<file path="src/sv/dsd_pkg.sv">
`timescale 1ns / 1ps

package dsd_pkg;

  // Queue and group dimensions.
  localparam int QUEUE_DEPTH = 8;
  localparam int GROUP_COUNT = 8;
  localparam int MAX_RESULTS = 64;

  // Field widths.
  localparam int REQ_W      = 2;
  localparam int CODE_W     = 16;
  localparam int DELAY_W    = 16;
  localparam int SENDER_W   = 8;
  localparam int GROUP_W    = 3;
  localparam int MASK_W     = 8;
  localparam int CFG_IDX_W  = 2;
  localparam int CFG_DATA_W = 8;

  // Derived counter widths.
  localparam int IDX_W = (QUEUE_DEPTH > 1) ? $clog2(QUEUE_DEPTH) : 1;
  localparam int CNT_W = $clog2(QUEUE_DEPTH + 1);
  localparam int RES_W = $clog2(MAX_RESULTS + 1);

  // Request codes.
  typedef enum logic [REQ_W-1:0] {
    REQ_ADD   = 2'd0,
    REQ_TICK  = 2'd1,
    REQ_CLEAR = 2'd2
  } req_code_t;

  // Configuration register indexes.
  localparam logic [CFG_IDX_W-1:0] CFG_REGISTERED = 2'd0;
  localparam logic [CFG_IDX_W-1:0] CFG_MUTED      = 2'd1;
  localparam logic [CFG_IDX_W-1:0] CFG_HANDLER    = 2'd2;

  // Result kinds.
  localparam logic KIND_DELIVERY = 1'b0;
  localparam logic KIND_REJECT   = 1'b1;

  // One pending signal in the queue.
  typedef struct packed {
    logic [CODE_W-1:0]   code;
    logic [DELAY_W-1:0]  delay;
    logic [SENDER_W-1:0] sender;
    logic [GROUP_W-1:0]  target;
    logic                bcast;
  } entry_t;

  // Commands from the controller to the datapath.
  typedef struct packed {
    logic append;
    logic latch_code;
    logic clear;
    logic tick_start;
    logic scan_keep;
    logic scan_next;
    logic grp_start;
    logic grp_step;
    logic commit;
    logic flush;
    logic load_reject;
  } dsd_cmd_t;

  // Status from the datapath to the controller.
  typedef struct packed {
    logic full;
    logic scan_done;
    logic expired;
    logic grp_last;
    logic can_step;
    logic hold_valid;
    logic out_free;
  } dsd_status_t;

endpackage

</file>
<file path="src/sv/dsd_if.sv">
`timescale 1ns / 1ps

// Request channel into the dispatcher.
interface dsd_req_if;
  logic                          valid;
  logic                          ready;
  logic [dsd_pkg::REQ_W-1:0]     req_type;
  logic [dsd_pkg::CODE_W-1:0]    signal_code;
  logic [dsd_pkg::DELAY_W-1:0]   delay_ticks;
  logic [dsd_pkg::SENDER_W-1:0]  sender_id;
  logic [dsd_pkg::GROUP_W-1:0]   receiver_group;
  logic                          broadcast;

  modport source (output valid, req_type, signal_code, delay_ticks, sender_id,
                  receiver_group, broadcast, input ready);
  modport sink (input valid, req_type, signal_code, delay_ticks, sender_id,
                receiver_group, broadcast, output ready);
endinterface

// Result channel out of the dispatcher.
interface dsd_res_if;
  logic                          valid;
  logic                          ready;
  logic                          kind;
  logic [dsd_pkg::CODE_W-1:0]    out_signal;
  logic [dsd_pkg::SENDER_W-1:0]  out_sender;
  logic [dsd_pkg::GROUP_W-1:0]   target_group;
  logic                          last;

  modport source (output valid, kind, out_signal, out_sender, target_group, last,
                  input ready);
  modport sink (input valid, kind, out_signal, out_sender, target_group, last,
                output ready);
endinterface

// Configuration write channel.
interface dsd_cfg_if;
  logic                            valid;
  logic                            ready;
  logic [dsd_pkg::CFG_IDX_W-1:0]   index;
  logic [dsd_pkg::CFG_DATA_W-1:0]  data;

  modport source (output valid, index, data, input ready);
  modport sink (input valid, index, data, output ready);
endinterface

</file>
<file path="src/sv/dsd_datapath.sv">
`timescale 1ns / 1ps

module dsd_datapath (
  input  logic                          clk,
  input  logic                          rst,
  input  dsd_pkg::dsd_cmd_t             cmd,
  output dsd_pkg::dsd_status_t          status,
  input  logic [dsd_pkg::CODE_W-1:0]    signal_code,
  input  logic [dsd_pkg::DELAY_W-1:0]   delay_ticks,
  input  logic [dsd_pkg::SENDER_W-1:0]  sender_id,
  input  logic [dsd_pkg::GROUP_W-1:0]   receiver_group,
  input  logic                          broadcast,
  dsd_cfg_if.sink                       cfg,
  dsd_res_if.source                     res
);
  import dsd_pkg::*;

  entry_t queue [QUEUE_DEPTH];
  entry_t cur;
  entry_t kept_entry;

  logic [CNT_W-1:0]    count;
  logic [CNT_W-1:0]    idx;
  logic [CNT_W-1:0]    kept;
  logic [GROUP_W-1:0]  grp;
  logic [RES_W-1:0]    res_cnt;
  logic [MASK_W-1:0]   registered_mask;
  logic [MASK_W-1:0]   muted_mask;
  logic [MASK_W-1:0]   handler_mask;
  logic [MASK_W-1:0]   eligible;
  logic [CODE_W-1:0]   rej_code;

  logic                hold_valid;
  logic [CODE_W-1:0]   hold_code;
  logic [SENDER_W-1:0] hold_sender;
  logic [GROUP_W-1:0]  hold_group;

  logic                out_valid;
  logic                out_kind;
  logic [CODE_W-1:0]   out_code;
  logic [SENDER_W-1:0] out_sender;
  logic [GROUP_W-1:0]  out_group;
  logic                out_last;

  logic                hit;
  logic                out_free;
  logic                load_out;

  // Entry under the scan pointer, and its copy with the delay counted down.
  assign cur = queue[idx[IDX_W-1:0]];
  always_comb begin
    kept_entry       = cur;
    kept_entry.delay = cur.delay - 1'b1;
  end

  // A group takes the current entry when eligible and addressed, up to the result limit of a tick.
  assign eligible = registered_mask & ~muted_mask & handler_mask;
  assign hit      = eligible[grp] && (cur.bcast || (cur.target == grp)) &&
                    (res_cnt < RES_W'(MAX_RESULTS));
  assign out_free = !out_valid || res.ready;
  assign load_out = cmd.load_reject || cmd.flush ||
                    (cmd.grp_step && hit && hold_valid);

  // Status back to the controller.
  always_comb begin
    status.full       = (count == CNT_W'(QUEUE_DEPTH));
    status.scan_done  = (idx == count);
    status.expired    = (cur.delay == '0);
    status.grp_last   = (grp == GROUP_W'(GROUP_COUNT - 1));
    status.can_step   = !hit || !hold_valid || out_free;
    status.hold_valid = hold_valid;
    status.out_free   = out_free;
  end

  // Queue storage: appends at the tail, compaction writes behind the scan.
  always_ff @(posedge clk) begin
    if (cmd.append) begin
      queue[count[IDX_W-1:0]] <= '{code: signal_code, delay: delay_ticks,
                                   sender: sender_id, target: receiver_group,
                                   bcast: broadcast};
    end else if (cmd.scan_keep) begin
      queue[kept[IDX_W-1:0]] <= kept_entry;
    end
  end

  // Counters, masks and valid flags.
  always_ff @(posedge clk) begin
    if (rst) begin
      count           <= '0;
      idx             <= '0;
      kept            <= '0;
      grp             <= '0;
      res_cnt         <= '0;
      hold_valid      <= 1'b0;
      out_valid       <= 1'b0;
      registered_mask <= '0;
      muted_mask      <= '0;
      handler_mask    <= '0;
    end else begin
      if (cfg.valid) begin
        case (cfg.index)
          CFG_REGISTERED: registered_mask <= cfg.data;
          CFG_MUTED:      muted_mask      <= cfg.data;
          CFG_HANDLER:    handler_mask    <= cfg.data;
          default: ;
        endcase
      end
      if (cmd.clear) begin
        count <= '0;
      end else if (cmd.append) begin
        count <= count + 1'b1;
      end else if (cmd.commit) begin
        count <= kept;
      end
      if (cmd.tick_start) begin
        idx        <= '0;
        kept       <= '0;
        res_cnt    <= '0;
        hold_valid <= 1'b0;
      end
      if (cmd.scan_keep) begin
        kept <= kept + 1'b1;
        idx  <= idx + 1'b1;
      end else if (cmd.scan_next) begin
        idx <= idx + 1'b1;
      end
      if (cmd.grp_start) begin
        grp <= '0;
      end else if (cmd.grp_step) begin
        grp <= grp + 1'b1;
        if (hit) begin
          res_cnt    <= res_cnt + 1'b1;
          hold_valid <= 1'b1;
        end
      end
      if (cmd.flush) begin
        hold_valid <= 1'b0;
      end
      out_valid <= (out_valid && !res.ready) || load_out;
    end
  end

  // Held delivery, output register and rejected code.
  always_ff @(posedge clk) begin
    if (cmd.latch_code) begin
      rej_code <= signal_code;
    end
    if (load_out) begin
      if (cmd.load_reject) begin
        out_kind   <= KIND_REJECT;
        out_code   <= rej_code;
        out_sender <= '0;
        out_group  <= '0;
        out_last   <= 1'b1;
      end else begin
        out_kind   <= KIND_DELIVERY;
        out_code   <= hold_code;
        out_sender <= hold_sender;
        out_group  <= hold_group;
        out_last   <= cmd.flush;
      end
    end
    if (cmd.grp_step && hit) begin
      hold_code   <= cur.code;
      hold_sender <= cur.sender;
      hold_group  <= grp;
    end
  end

  assign cfg.ready        = 1'b1;
  assign res.valid        = out_valid;
  assign res.kind         = out_kind;
  assign res.out_signal   = out_code;
  assign res.out_sender   = out_sender;
  assign res.target_group = out_group;
  assign res.last         = out_last;

  // Compaction never overtakes the scan.
  a_kept_behind: assert property (@(posedge clk) disable iff (rst) kept <= idx)
    else $error("compaction pointer ahead of scan pointer");

  // The fill count never exceeds the queue depth.
  a_count_range: assert property (@(posedge clk) disable iff (rst)
    count <= CNT_W'(QUEUE_DEPTH))
    else $error("queue count beyond depth");

  // A result is loaded only into a free output register.
  a_load_free: assert property (@(posedge clk) disable iff (rst)
    load_out |-> out_free)
    else $error("output register overwritten");

  // A reject always closes its request.
  a_reject_last: assert property (@(posedge clk) disable iff (rst)
    (out_valid && out_kind == KIND_REJECT) |-> out_last)
    else $error("reject result without last");

  // Results per tick stay within the limit.
  a_res_cap: assert property (@(posedge clk) disable iff (rst)
    res_cnt <= RES_W'(MAX_RESULTS))
    else $error("too many results in one tick");

endmodule

</file>
<file path="src/sv/dsd_ctrl.sv">
`timescale 1ns / 1ps

module dsd_ctrl (
  input  logic                      clk,
  input  logic                      rst,
  input  logic                      req_valid,
  input  logic [dsd_pkg::REQ_W-1:0] req_type,
  output logic                      req_ready,
  input  dsd_pkg::dsd_status_t      status,
  output dsd_pkg::dsd_cmd_t         cmd
);
  import dsd_pkg::*;

  typedef enum logic [2:0] {
    S_IDLE,
    S_REJECT,
    S_SCAN,
    S_FAN,
    S_FLUSH
  } state_t;

  state_t state;
  state_t state_next;
  logic   accept;

  assign req_ready = (state == S_IDLE);
  assign accept    = req_valid && req_ready;

  // Sequencing of requests and of the tick walk.
  always_comb begin
    cmd        = '0;
    state_next = state;
    case (state)
      S_IDLE: begin
        if (accept) begin
          case (req_type)
            REQ_ADD: begin
              if (status.full) begin
                cmd.latch_code = 1'b1;
                state_next     = S_REJECT;
              end else begin
                cmd.append = 1'b1;
              end
            end
            REQ_TICK: begin
              cmd.tick_start = 1'b1;
              state_next     = S_SCAN;
            end
            REQ_CLEAR: cmd.clear = 1'b1;
            default: ;
          endcase
        end
      end
      S_REJECT: begin
        if (status.out_free) begin
          cmd.load_reject = 1'b1;
          state_next      = S_IDLE;
        end
      end
      S_SCAN: begin
        if (status.scan_done) begin
          cmd.commit = 1'b1;
          state_next = S_FLUSH;
        end else if (status.expired) begin
          cmd.grp_start = 1'b1;
          state_next    = S_FAN;
        end else begin
          cmd.scan_keep = 1'b1;
        end
      end
      S_FAN: begin
        if (status.can_step) begin
          cmd.grp_step = 1'b1;
          if (status.grp_last) begin
            cmd.scan_next = 1'b1;
            state_next    = S_SCAN;
          end
        end
      end
      S_FLUSH: begin
        if (!status.hold_valid) begin
          state_next = S_IDLE;
        end else if (status.out_free) begin
          cmd.flush  = 1'b1;
          state_next = S_IDLE;
        end
      end
      default: state_next = S_IDLE;
    endcase
  end

  // State register.
  always_ff @(posedge clk) begin
    if (rst) begin
      state <= S_IDLE;
    end else begin
      state <= state_next;
    end
  end

endmodule

</file>
<file path="src/sv/delayed_signal_dispatcher_core.sv">
`timescale 1ns / 1ps

// Channel  Role    Moves
// req      sink    one request: add, tick or clear, with the signal fields
// res      source  one result: delivery or reject, last marks the end
// cfg      sink    one register write: index 0 registered, 1 muted, 2 handler
//
// A rejected add passes through the reject state and loads its result once the
// output register is free. In a tick the controller walks the queue entry by entry
// and, for each expired entry, walks the groups.
// Each delivery is held until another replaces it, so that the last of a tick can be marked.
// A stalled result channel holds the walk at the next delivery; reset empties the queue.
module delayed_signal_dispatcher_core (
  input  logic      clk,
  input  logic      rst,
  dsd_req_if.sink   req,
  dsd_res_if.source res,
  dsd_cfg_if.sink   cfg
);
  import dsd_pkg::*;

  dsd_cmd_t    cmd;
  dsd_status_t status;
  logic        req_ready;

  assign req.ready = req_ready;

  dsd_ctrl u_ctrl (
    .clk       (clk),
    .rst       (rst),
    .req_valid (req.valid),
    .req_type  (req.req_type),
    .req_ready (req_ready),
    .status    (status),
    .cmd       (cmd)
  );

  dsd_datapath u_datapath (
    .clk            (clk),
    .rst            (rst),
    .cmd            (cmd),
    .status         (status),
    .signal_code    (req.signal_code),
    .delay_ticks    (req.delay_ticks),
    .sender_id      (req.sender_id),
    .receiver_group (req.receiver_group),
    .broadcast      (req.broadcast),
    .cfg            (cfg),
    .res            (res)
  );

endmodule

</file>
<file path="src/flat_wrapper.sv">
// flat-port wrapper written by rule: the top's interface ports become plain ports
module delayed_signal_dispatcher_core_flat import dsd_pkg::*;
  (clk, rst, req_valid, req_req_type, req_signal_code, req_delay_ticks, req_sender_id, req_receiver_group, req_broadcast, req_ready, res_valid, res_kind, res_out_signal, res_out_sender, res_target_group, res_last, res_ready, cfg_valid, cfg_index, cfg_data, cfg_ready);
  dsd_req_if req_i ();
  dsd_res_if res_i ();
  dsd_cfg_if cfg_i ();
  input  logic clk;
  input  logic rst;
  input wire logic [$bits(req_i.valid)-1:0] req_valid;
  input wire logic [$bits(req_i.req_type)-1:0] req_req_type;
  input wire logic [$bits(req_i.signal_code)-1:0] req_signal_code;
  input wire logic [$bits(req_i.delay_ticks)-1:0] req_delay_ticks;
  input wire logic [$bits(req_i.sender_id)-1:0] req_sender_id;
  input wire logic [$bits(req_i.receiver_group)-1:0] req_receiver_group;
  input wire logic [$bits(req_i.broadcast)-1:0] req_broadcast;
  output wire logic [$bits(req_i.ready)-1:0] req_ready;
  output wire logic [$bits(res_i.valid)-1:0] res_valid;
  output wire logic [$bits(res_i.kind)-1:0] res_kind;
  output wire logic [$bits(res_i.out_signal)-1:0] res_out_signal;
  output wire logic [$bits(res_i.out_sender)-1:0] res_out_sender;
  output wire logic [$bits(res_i.target_group)-1:0] res_target_group;
  output wire logic [$bits(res_i.last)-1:0] res_last;
  input wire logic [$bits(res_i.ready)-1:0] res_ready;
  input wire logic [$bits(cfg_i.valid)-1:0] cfg_valid;
  input wire logic [$bits(cfg_i.index)-1:0] cfg_index;
  input wire logic [$bits(cfg_i.data)-1:0] cfg_data;
  output wire logic [$bits(cfg_i.ready)-1:0] cfg_ready;
  assign req_i.valid = req_valid;
  assign req_i.req_type = req_req_type;
  assign req_i.signal_code = req_signal_code;
  assign req_i.delay_ticks = req_delay_ticks;
  assign req_i.sender_id = req_sender_id;
  assign req_i.receiver_group = req_receiver_group;
  assign req_i.broadcast = req_broadcast;
  assign req_ready = req_i.ready;
  assign res_valid = res_i.valid;
  assign res_kind = res_i.kind;
  assign res_out_signal = res_i.out_signal;
  assign res_out_sender = res_i.out_sender;
  assign res_target_group = res_i.target_group;
  assign res_last = res_i.last;
  assign res_i.ready = res_ready;
  assign cfg_i.valid = cfg_valid;
  assign cfg_i.index = cfg_index;
  assign cfg_i.data = cfg_data;
  assign cfg_ready = cfg_i.ready;
  delayed_signal_dispatcher_core u_core (.clk(clk), .rst(rst), .req(req_i), .res(res_i), .cfg(cfg_i));
endmodule
</file>
<file path="config.mk">
export PLATFORM = sky130hd
export DESIGN_NAME = delayed_signal_dispatcher_core_flat
export DESIGN_NICKNAME = d
export VERILOG_FILES = /design/src/sv/dsd_pkg.sv /design/src/sv/dsd_if.sv /design/src/sv/dsd_datapath.sv /design/src/sv/dsd_ctrl.sv /design/src/sv/delayed_signal_dispatcher_core.sv /design/src/flat_wrapper.sv
export SDC_FILE = /design/constraint.sdc
export NUM_CORES = 1
export LEC_CHECK = 0
export ABC_CLOCK_PERIOD_IN_PS = 7300
export BUFFER_PORTS_ARGS = -buffer_cell sky130_fd_sc_hd__buf_2
export CORE_MARGIN = 2
export CORE_UTILIZATION = 30
export CTS_CLUSTER_SIZE = 24
export DETAILED_ROUTE_END_ITERATION = 8
export HOLD_SLACK_MARGIN = 0.15
export PLACE_DENSITY_LB_ADDON = 0.08
export SETUP_SLACK_MARGIN = 0.2
export SLEW_MARGIN = 20
export SYNTH_ARGS = -nofsm -noshare
export SYNTH_HDL_FRONTEND = slang
export SYNTH_SLANG_ARGS = --single-unit
</file>
<file path="constraint.sdc">
create_clock -name clk -period 7.3 [get_ports clk]
set_input_delay 0.73 -clock clk [delete_from_list [all_inputs] [get_ports clk]]
set_output_delay 0.73 -clock clk [all_outputs]
set_load 0.005 [all_outputs]
</file>
==> run summary, run 1 <==
## Global routing
- via count of the first global-routing pass: 10247
- global-route track usage on met1: 0.184
- met2 usage in global routing: 0.222
- initial antenna violation count: 2
- GR Util All Layers: 0.135
- layer with the highest usage after global routing: met2
- maximum number of pins on one net before global-route repair: 52
- wire length of the first global-routing pass: 66800 µm
- met3 usage: 0.0249
- GRT Residual Overflow: 0

## Yosys
- count of flip-flops with a built-in enable after synthesis: 424
- Yosys Warn Count: 0
- Post-Syn Nets: 1098
- Post-Syn Area per Cell: 18.6 µm²
- ys async rst share: 0
- number of standard cells after synthesis: 1029
- Yosys cell types: 62
- synthesized area: 0.0191 mm²
- proportion of synthesized chip area in sequential cells: 0.723
- Synth Flop Type: edfxtp_1
- Yosys reg bits: 478

## Clocking
- Clock Root Buffer: clkbuf_16
- Num Clock Sinks: 478
- Clock Latency Late Sink: 0.62 ns
- number of buffers on the longest clock path: 3
- CTS Buf Count: 55
- cts repair resizes: 0
- Clock H-tree levels: 2
- postcts setup bufs: 0
- TritonCTS clock tree: done
- Hold Buf Count CTS: 0
- clk slew on worst S/H paths: 0.06 ns

## Detailed routing
- WL/cell: 21.5 µm
- number of nets with antenna violations after detailed routing: 0
- routed wire length: 44000 µm
- iteration-0 DRC count of the detailed router: 699
- DR vias: 9610
- drt pass-1 iters: 6
- per-cell via count in the routed design: 4.69
- detailed-route DRC error count: 0

## Placement
- PortBufs: 91
- number of placed instances, taps included: 1944
- half-perimeter wire length after detailed placement: 25900 µm
- gp weighted congestion: 0.707

## Timing
- hold violation count in the final report: 0
- clk_skew: 0.0267 ns
- Final setup viols: 0
- worst hold slack after final layout: 0.299 ns
- transition time at the pin with the least slew margin: 1.07 ns
- RSZ-0062 raised after global routing: no
- final number of max-transition violations: 0
- Final period util: 0.698
- final sum of negative setup slack: 0 ns
- Final min period: 5.10 ns
- Max Clk Rate: 0.196 GHz
- worst rel slew slack: 0.288

## Final layout
- area added between synthesis and finish: 17.5%
- antenna cells: 0
- Sequential Area: 0.0138 mm²
- net total in the final layout: 1225
- top library cells by usage in the layout, fill and taps aside: 424 x edfxtp_1, 91 x buf_2, 88 x mux4_2, 55 x clkbuf_16, 52 x nor2_1
- leading cell type in the layout, fill and taps excluded: edfxtp_1
- area of combinational cells with multiple inputs: 0.00511 mm²
- fraction of final layout cells sized beyond drive strength 1: 0.285
- number of cells in the finished layout apart from fillers: 2047
- count of filler cells inserted in the layout: 6034

## Pwr
- overall power: 5.82 mW
- leakage component of the power: 7.20 nW
- worst vdd ir: 0.000218 V
- power density of the placed cells: 259 mW/mm²

## Setup path
- crit path cell chain: buf_4, mux4_2, mux2i_1, and3_1, and2_1, a21o_2, mux2i_1, nor2_4, buf_4
- critical path fanouts, max: 35
- startpoint type of the worst setup path: flip-flop
- type of the worst setup path: reg2reg
- number of buffers and inverters on the critical path: 2
- required time reported for the critical path endpoint: 7.54 ns
- Critical Path End Type: flip-flop
- data arrival time of the critical path: 5.34 ns
- delay of the slowest critical-path stage: 0.74 ns
- cell family with most CP delay: simple AND/OR/NAND/NOR gates
- Critical Path Slowest Stage Cell: nor2_4

## Floorplan
- IO Pins: 93
- effective utilization at floorplan: 0.303
- Die Ht: 256 µm
- core box area: 0.0631 mm²
- site row count: 92
- die outline width: 256 µm
- floorplan die area: 0.0657 mm²

## Outcome
- result of the run: complete, no violations

## Worst hold path
- Tightest Hold Check Type: in2reg

## Run
- max_cap viols: 0

-- final cells by class --
class / instances / share of cell area
Clock buffer: 65 / 0.0630
Clock inverter: 37 / 0.0145
Inverter: 12 / 0.00201
Multi-Input combinational cell: 490 / 0.228
Sequential cell: 478 / 0.615
Tap cell: 846 / 0.0471
Timing Repair Buffer: 119 / 0.0304
-- routing by layer --
layer | vias to the layer above | wire length (µm)
li1 | 4380 | -
met1 | 5024 | 20400
met2 | 143 | 21100
met3 | 63 | 1620
met4 | 0 | 869
met5 | - | 0
-- state kept, by name, indices dropped and copies added, names as in the netlist, 4 cells and up, named ones only --
signal                             flops
u_core.u_datapath.kept                 4
u_core.u_datapath.handler_mask         8
u_core.u_datapath.res_cnt              7
u_core.u_datapath.res.out_sender       8
u_core.u_datapath.res.out_signal      16
u_core.u_datapath.idx                  4
u_core.u_datapath.registered_mask      8
u_core.u_datapath.queue              352
u_core.u_datapath.hold_code           16
u_core.u_datapath.count                4
u_core.u_datapath.muted_mask           8
u_core.u_datapath.rej_code            16
u_core.u_datapath.hold_sender          8
-- report_power, final --
part | total [mW] | internal, mW | switching (mW)
combinational | 0.154 | 0.0583 | 0.0955
clock | 2.66 | 1.56 | 1.11
sequential | 3.01 | 3.00 | 0.00804
-- logic make-up (layout without fill, tap and decap cells) --
family          after synthesis  count (layout)  share of synthesized area
mux                         213             213                      0.175
simple gates                178             178                     0.0488
flops                       478             478                      0.723
fa+ha+maj                     8               8                    0.00524
other cells                   1               1                   0.000196
xor+xnor                     22              22                     0.0101
buf+inv                      61             233                     0.0145
compound gates               68              68                     0.0238
-- Yosys cell counts, types with 5 or more instances --
master | n | area [µm²]
inv_1 | 12 | 45.0
xnor2_1 | 11 | 96.3
nor3_1 | 5 | 25.0
xor2_1 | 11 | 96.3
buf_2 | 15 | 75.1
mux2_2 | 44 | 495
edfxtp_1 | 424 | 12700
and3_1 | 6 | 37.5
buf_1 | 9 | 33.8
nand4_1 | 7 | 43.8
nand2_1 | 29 | 109
nand3_1 | 21 | 105
mux4_2 | 88 | 1980
dfxtp_1 | 54 | 1080
clkbuf_1 | 20 | 75.1
nor2_1 | 56 | 210
ha_1 | 8 | 100
mux2i_1 | 45 | 450
and2_1 | 16 | 100
mux2_1 | 35 | 394
o21ai_0 | 6 | 30.0
a21oi_1 | 21 | 105
-- metrics by stage --
step                setup slack [ns]   util  cell area (µm²)
floorplan                      0.645      -            19100
global placement                2.04  0.328            20700
detailed placement              2.00  0.328            20700
CTS                             1.96  0.356            22400
global route                    1.74  0.356            22500
finish                          2.20  0.356            22500
-- worst reg2reg max path, cell delays in order, from the launching register on --
cell     delay [ns]
dfxtp_4        0.71
buf_4          0.63
mux4_2         0.59
mux2i_1        0.30
and3_1         0.24
and2_1         0.25
a21o_2         0.35
mux2i_1        0.34
nor2_4         0.74
buf_4          0.57
-- worst paths after layout --
| path | cells after the start | to | start | slack [ns] |
|---|---|---|---|---|
| max reg2reg | 9 | u_core.u_datapath.queue[3][34]$_DFFE_PP_ | flip-flop | 2.20 |
| max | 9 | u_core.u_datapath.queue[3][34]$_DFFE_PP_ | flip-flop | 2.20 |
| min reg2reg | 2 | u_core.u_datapath.handler_mask[4]$_SDFFE_PP0P_ | u_core.u_datapath.handler_mask[4]$_SDFFE_PP0P_ | 0.48 |
| min | 1 | u_core.u_datapath.rej_code[9]$_DFFE_PP_ | req_signal_code[9] | 0.30 |
(Power assumes the default switching activity.)
==> run 2: changes to the inputs <==
--- a/config.mk
+++ b/config.mk
@@ -5,7 +5,7 @@
 export SDC_FILE = /design/constraint.sdc
 export NUM_CORES = 1
 export LEC_CHECK = 0
-export ABC_CLOCK_PERIOD_IN_PS = 7300
+export ABC_CLOCK_PERIOD_IN_PS = 5200
 export BUFFER_PORTS_ARGS = -buffer_cell sky130_fd_sc_hd__buf_2
 export CORE_MARGIN = 2
 export CORE_UTILIZATION = 30
==> constraint.sdc (replaced) <==
create_clock -name clk -period 5.2 [get_ports clk]
set_input_delay 0.52 -clock clk [delete_from_list [all_inputs] [get_ports clk]]
set_output_delay 0.52 -clock clk [all_outputs]
set_load 0.005 [all_outputs]
==> run summary, run 2 (synthesized netlist as in run 1, its figures left out) <==
## Detailed routing
- per-cell via count in the routed design: 4.66, -0.73%
- number of nets with antenna violations after detailed routing: 0, unchanged
- WL/cell: 21.5 µm, about the same
- detailed-route wire length on metal 1: 20700 µm, +1.4%
- routed wire length: 44500 µm, +1.2%
- DR vias: 9647, +0.39%
- Highest Signal Layer: met4
- detailed-route DRC error count: 0, unchanged
- met2 WL post-DR: 21100 µm, about the same
- iteration-0 DRC count of the detailed router: 620, -11%
- routed length on met3: 1800 µm, +12%
- drt pass-1 iters: 4, -2

## Timing
- Final min period: 4.28 ns, -0.821 ns
- clk_skew: 0.0279 ns, +0.00122 ns
- final number of max-transition violations: 0, unchanged
- fin worst setup slack: 0.924 ns, -1.28 ns
- hold violation count in the final report: 0, unchanged
- Final setup viols: 0, unchanged
- final sum of negative setup slack: 0 ns, unchanged
- transition time at the pin with the least slew margin: 1.04 ns, -0.0291 ns
- RSZ-0062 raised after global routing: no
- Final period util: 0.822, +0.124
- worst rel slew slack: 0.309, +0.0211
- Max Clk Rate: 0.234 GHz, +19%

## Final layout
- top library cells by usage in the layout, fill and taps aside: 424 x edfxtp_1, 91 x buf_2, 88 x mux4_2, 55 x clkbuf_16, 52 x nor2_1
- net total in the final layout: 1246, +1.7%
- fraction of final layout cells sized beyond drive strength 1: 0.292, +0.00690
- count of filler cells inserted in the layout: 5987, -0.78%
- area added between synthesis and finish: 19.7%
- antenna cells: 0, unchanged
- flip-flop count of the largest register after layout: 352, unchanged
- leading cell type in the layout, fill and taps excluded: edfxtp_1
- area of combinational cells with multiple inputs: 0.00512 mm², +0.12%
- Sequential Area: 0.0138 mm², unchanged

## Setup path
- required time reported for the critical path endpoint: 5.49 ns, -2.05 ns
- R2R setup slack: 0.92 ns, -1.28 ns
- type of the worst setup path: reg2reg
- data arrival time of the critical path: 4.57 ns, -0.77 ns
- startpoint type of the worst setup path: flip-flop
- Critical Path End Type: flip-flop
- critical path fanouts, max: 27, -23%

## Placement
- half-perimeter wire length after detailed placement: 26400 µm, +2.0%
- gp weighted congestion: 0.692, -2.2%
- PortBufs: 91, unchanged
- post-placement worst setup slack: 0.823 ns, -1.18 ns

## Outcome
- result of the run: complete, no violations

## Clocking
- Clock H-tree levels: 2, unchanged
- Num Clock Sinks: 478, unchanged
- TritonCTS clock tree: done
- cts repair resizes: 0, unchanged
- CTS Buf Count: 55, unchanged
- Clock Latency Late Sink: 0.62 ns, about the same
- Clock Root Buffer: clkbuf_16
- clk slew on worst S/H paths: 0.06 ns, about the same
- number of buffers on the longest clock path: 3, unchanged

## Global routing
- initial antenna violation count: 1, -1
- GR Util All Layers: 0.136, +0.00126
- maximum number of pins on one net before global-route repair: 67, +29%
- via count of the first global-routing pass: 10346, +0.97%
- wire length of the first global-routing pass: 67500 µm, +1.0%
- GRT Residual Overflow: 0, unchanged

## Pwr
- power density of the placed cells: 370 mW/mm², +43%
- overall power: 8.46 mW, +45%
- leakage component of the power: 7.38 nW, +2.4%
- worst vdd ir: 0.000206 V, -5.6%

## Floorplan
- die outline width: 256 µm, unchanged
- Die Ht: 256 µm, unchanged
- core box area: 0.0631 mm², unchanged
- IO Pins: 93, unchanged
- floorplan die area: 0.0657 mm², unchanged
- effective utilization at floorplan: 0.303, unchanged
- site row count: 92, unchanged

## Run
- max_cap viols: 0, unchanged

## Worst hold path
- Tightest Hold Check Type: in2reg

==> run 2: cell count changes in the layout (fill, tap and decap cells not counted), sizes merged <==
| cell | delta |
|---|---|
| inv | +2 |
| dlygate4sd3 | +17 |
| bufinv | +4 |
| clkinv | -9 |
| buf | +4 |
| clkbuf | +3 |
| clkinvlp | +2 |
==> run 2: cell type report <==
type | instances | area share
inverters | 12 | 0.00197
multi-input cells | 490 | 0.224
flip-flops and latches | 478 | 0.604
clock inverters | 36 | 0.0196
clock buffers | 68 | 0.0628
well taps | 846 | 0.0463
repair buffers | 140 | 0.0411
==> run 2: through the flow <==
step                area (µm²)  hold slack [ns]  utilization  cells
finish                   22900            0.194        0.363   2070
global route             22900            0.173        0.363   2070
CTS                      22900            0.152        0.363   2070
detailed placement       20800            0.479        0.330   1949
global placement         20800            0.465        0.330   1949
floorplan                19100            0.432            -   1029
==> run 2: where the power goes <==
group / switching, mW / total, mW / internal [mW]
combinational: 0.140 / 0.233 / 0.0925
clock: 1.59 / 4.01 / 2.42
sequential: 0.0113 / 4.22 / 4.21
==> run 2: per-layer routing <==
layer,global-route usage,up-vias
met5,0,-
met4,0.0350,0
met3,0.0274,63
met2,0.223,151
met1,0.186,5019
li1,-,4414
==> run 2: timing repair <==
action | 4_1_cts | 5_1_grt
hold endpoints to repair | 17 | 0
hold buffers | 17 | 0
setup buffers | 0 | 0
==> run 2: critical path, cell delays in order (launching register included) <==
cell and delay (ns):
dfxtp_4 0.69, mux4_2 0.58, mux2i_1 0.38, nand3_2 0.24, nor4_4 0.55, a21o_2 0.30, mux2i_1 0.77, nor2_4 0.07
buf_4 0.33
==> run 2: worst paths after layout <==
kind,start,end,depth (start not counted)
worst max-delay path,flip-flop,u_core.u_datapath.queue[3][6]$_DFFE_PP_,8
worst min-delay path,cfg_data[3],u_core.u_datapath.handler_mask[3]$_SDFFE_PP0P_,3
worst max register to register,flip-flop,u_core.u_datapath.queue[3][6]$_DFFE_PP_,8
worst min register to register,u_core.u_datapath.res_cnt[6]$_SDFF_PP0_,u_core.u_datapath.res_cnt[6]$_SDFF_PP0_,2
